$ cat config.mk
export PLATFORM = sky130hd
export DESIGN_NAME = dspa_cmp
export DESIGN_NICKNAME = d
export VERILOG_FILES = /design/src/sv/dspa_pkg.sv /design/src/sv/dspa_cmp.sv
export SDC_FILE = /design/constraint.sdc
export NUM_CORES = 1
export LEC_CHECK = 0
export BUFFER_PORTS_ARGS = -buffer_cell sky130_fd_sc_hd__buf_2
export CAP_MARGIN = 15
export CORE_AREA = 3 3 40 42
export DETAILED_ROUTE_END_ITERATION = 6
export DIE_AREA = 0 0 43 45
export MAX_ROUTING_LAYER = met4
export SLEW_MARGIN = 20
export SYNTH_ARGS = -nofsm -noshare
export SYNTH_HDL_FRONTEND = slang
export SYNTH_SLANG_ARGS = --single-unit
export TNS_END_PERCENT = 30
$ cat constraint.sdc
create_clock -name vclk -period 1.4
set_input_delay 0.28 -clock vclk [all_inputs]
set_output_delay 0.28 -clock vclk [all_outputs]
set_load 0.02 [all_outputs]
$ cat src/sv/dspa_pkg.sv
package dspa_pkg;

  localparam int unsigned PoolSize = 1024;
  localparam int unsigned IdW      = 10;
  localparam int unsigned CntW     = 11;

  typedef logic [IdW-1:0]  id_t;
  typedef logic [CntW-1:0] cnt_t;

  // Operation codes; code 3 decodes as a read.
  localparam logic [1:0] FUNC_ALLOC = 2'd0;
  localparam logic [1:0] FUNC_FREE  = 2'd1;

  localparam logic [1:0] ST_OK         = 2'd0;
  localparam logic [1:0] ST_EXHAUSTED  = 2'd1;
  localparam logic [1:0] ST_NOT_ACTIVE = 2'd2;
  localparam logic [1:0] ST_RANGE      = 2'd3;

  localparam cnt_t POOL_CNT = cnt_t'(PoolSize);

  typedef struct packed {
    cnt_t a;
    cnt_t b;
  } cmp_req_t;

  typedef struct packed {
    logic lt;
    logic eq;
  } cmp_rsp_t;

endpackage

$ cat src/sv/dspa_cmp.sv
module dspa_cmp
  import dspa_pkg::*;
(
  input  cmp_req_t req_i,
  output cmp_rsp_t rsp_o
);

  // Shared magnitude and equality compare used by the look-up and free-check steps.
  assign rsp_o.lt = (req_i.a < req_i.b);
  assign rsp_o.eq = (req_i.a == req_i.b);

endmodule
==> flow_metrics.tcl <==
set metrics [dict create \
    dp.cells 78 \
    dieArea_mm2 0.00194 \
    crit_required_ns 1.12 \
    fmax_ghz 0.627 \
    synth_top_area_share_pct 50.7 \
    netlist_top_cells_area "ha_1 (51%), inv_1 (15%), a21o_1 (5.5%), nand4_1 (4.6%), a21oi_1 (3.7%)" \
    setup_violations 2 \
    syn2layout_area_growth_pct 112 \
    antenna_left 0 \
    power_switching_w 0.0000660 \
    worstPathArrival_ns 1.32 \
    worstPathMaxFanout 2 \
    crit_start "req_i[5]" \
    min_from "req_i[21]" \
    synth_top_cell_by_area "ha_1" \
    p_leak_nw 0.296 \
    ys_seq_area_share_pct 0 \
    core_area_mm2 0.00128 \
    status "finished, violations left" \
    drc_errors 0 \
    rsz0062_at_grt "true" \
    rows 13 \
    syn_inst 37 \
    portBuffers 24 \
    fin_util_pct 44.8 \
    relSlewSlack_pct 87.8 \
    fin_nets 98 \
    violations "setup timing" \
    hold_path.class "input pin to primary output" \
    mostFrequentLayoutCells "buf_2 (14), buf_6 (9), ha_4 (6)" \
    end_kind "primary output" \
    irDropWorstVdd_uv 131 \
    ios 24 \
    internal_power_w 0.0000987 \
    n_clock_buffer 0 \
    criticalPathCategory "input pin to primary output" \
    vias 348 \
    crit_path_start_kind "input pin" \
    combPwrFrac_pct 100.0 \
    seq_area_um2 0 \
    grt_use_total_pct 8.11 \
    diodes 0 \
    finalWorstSetupSlack_ns -0.196 \
    syn-num-nets 70 \
    grt_first_pass_wirelength_um 1260 \
    seq_cell_count 0 \
    p_seq_share_pct 0 \
    cp_cell_sequence "buf_6 -> inv_4 -> ha_4 -> nand4_1 -> a21oi_1 -> nor3_1 -> o21a_2 -> buf_6" \
    wire_per_inst_um 9.18 \
    dieWidth_um 43 \
    p_clk_share_pct 0 \
    final_common_cell "buf_2" \
    hold_buffers 0 \
    avgSynthCellArea_um2 7.34 \
    yosys_warnings 0 \
    crit_top_cell "buf_6" \
    cts_setup_buffers 0 \
    maxCapViolations 0 \
    p_sw_share_pct 40.1 \
    instances_no_fill 78 \
    antenna_found_initial 0 \
    viasPerCell 4.46 \
    cp_slowest_cell "ha_4" \
    dpl.hpwl_um 604 \
    synth_area_um2 272 \
    power_w 0.000165 \
    drtIter0Drc 0 \
    power_density_mw_per_mm2 286 \
    drv_slew 0 \
    drt_pass1_iterations 1 \
    grt_pass1_vias 346 \
    tightestPinTransition_ns 0.181 \
    fin_area_um2 576 \
    post-route-period-util_pct 114 \
    dpl-instance-area_um2 432 \
    min_period_ns 1.60 \
    initial_core_util_pct 21.1 \
    drt-total-wl_um 716 \
    grt_max_degree 4 \
    grt_overflow_total 0 \
    die_h_um 45 \
    layout-drive-gt1-share_pct 66.7 \
    hold_violations 0 \
    critPathMaxStageDelay_ns 0.25 \
    ys_types 13 \
    place.gp.congestion 0.593 \
]
## path summary, 6_finish.rpt
| path | to | slack, ns | cells past startpoint |
|---|---|---|---|
| setup / recovery | rsp_o[1] | -0.20 | 8 |
| hold / removal | rsp_o[1] | 1.04 | 5 |
## critical path, delay by kind of cell
kind | cells | cell delay (ns)
AOI/OAI and AO/OA | 2 | 0.36
adders and majority gates | 1 | 0.25
buffers and inverters | 3 | 0.23
and+or+nand+nor | 2 | 0.20
## routing by layer
metal  share of wire (%)  track usage [%]  vias up
li1                    -                -      180
met1                  37             9.52      152
met2                  51             15.9       16
met3                  11            0.797        0
met4                   0                0        0
met5                   0                -        -
## stage by stage
| stage | TNS, ns | setup slack (ns) | hold slack [ns] |
|---|---|---|---|
| 2_1_floorplan | -0.103 | -0.103 | 0.864 |
| 3_3_place_gp | -0.465 | -0.313 | 1.07 |
| 3_5_place_dp | -0.474 | -0.307 | 1.07 |
| 4_1_cts | -0.330 | -0.212 | 1.05 |
| 5_1_grt | -0.453 | -0.253 | 1.07 |
| 6_report | -0.304 | -0.196 | 1.04 |
## synth_stat cells, drive strengths merged
| library cell | count |
|---|---|
| o21a | 1 |
| nand3 | 1 |
| a21oi | 3 |
| nand3b | 1 |
| nor2 | 1 |
| o21ai | 1 |
| ha | 11 |
| nor3 | 2 |
| nand4 | 2 |
| a211oi | 1 |
| inv | 11 |
| a21o | 2 |
## area by class of cell
class / instances / area, µm²
Tap cell: 15 / 18.8
Fill cell: 131 / 709
Inverter: 11 / 46.3
Multi-Input combinational cell: 26 / 317
Timing Repair Buffer: 26 / 194
## timing repair
action / in CTS / in global routing
cloned: 0 / 0
endpoints found under the setup margin: 2 / 2
pin swaps: 10 / 7
resized for setup: 25 / 2
## kinds of logic after synthesis
| group | after synthesis | share of synthesized area (%) |
|---|---|---|
| fa+ha+maj | 11 | 50.7 |
| buf+inv | 11 | 15.2 |
| compound gates | 8 | 19.8 |
| simple gates | 7 | 14.3 |
## power by group through the flow
stage / clock (W) / combinational (W) / sequential [W]
after CTS: 0 / 0.000163 / 0
after global routing: 0 / 0.000187 / 0
after detailed placement: 0 / 0.000116 / 0
after floorplan: 0 / 0.0000650 / 0
after global placement: 0 / 0.000114 / 0
final: 0 / 0.000165 / 0
(Power assumes the default switching activity.)
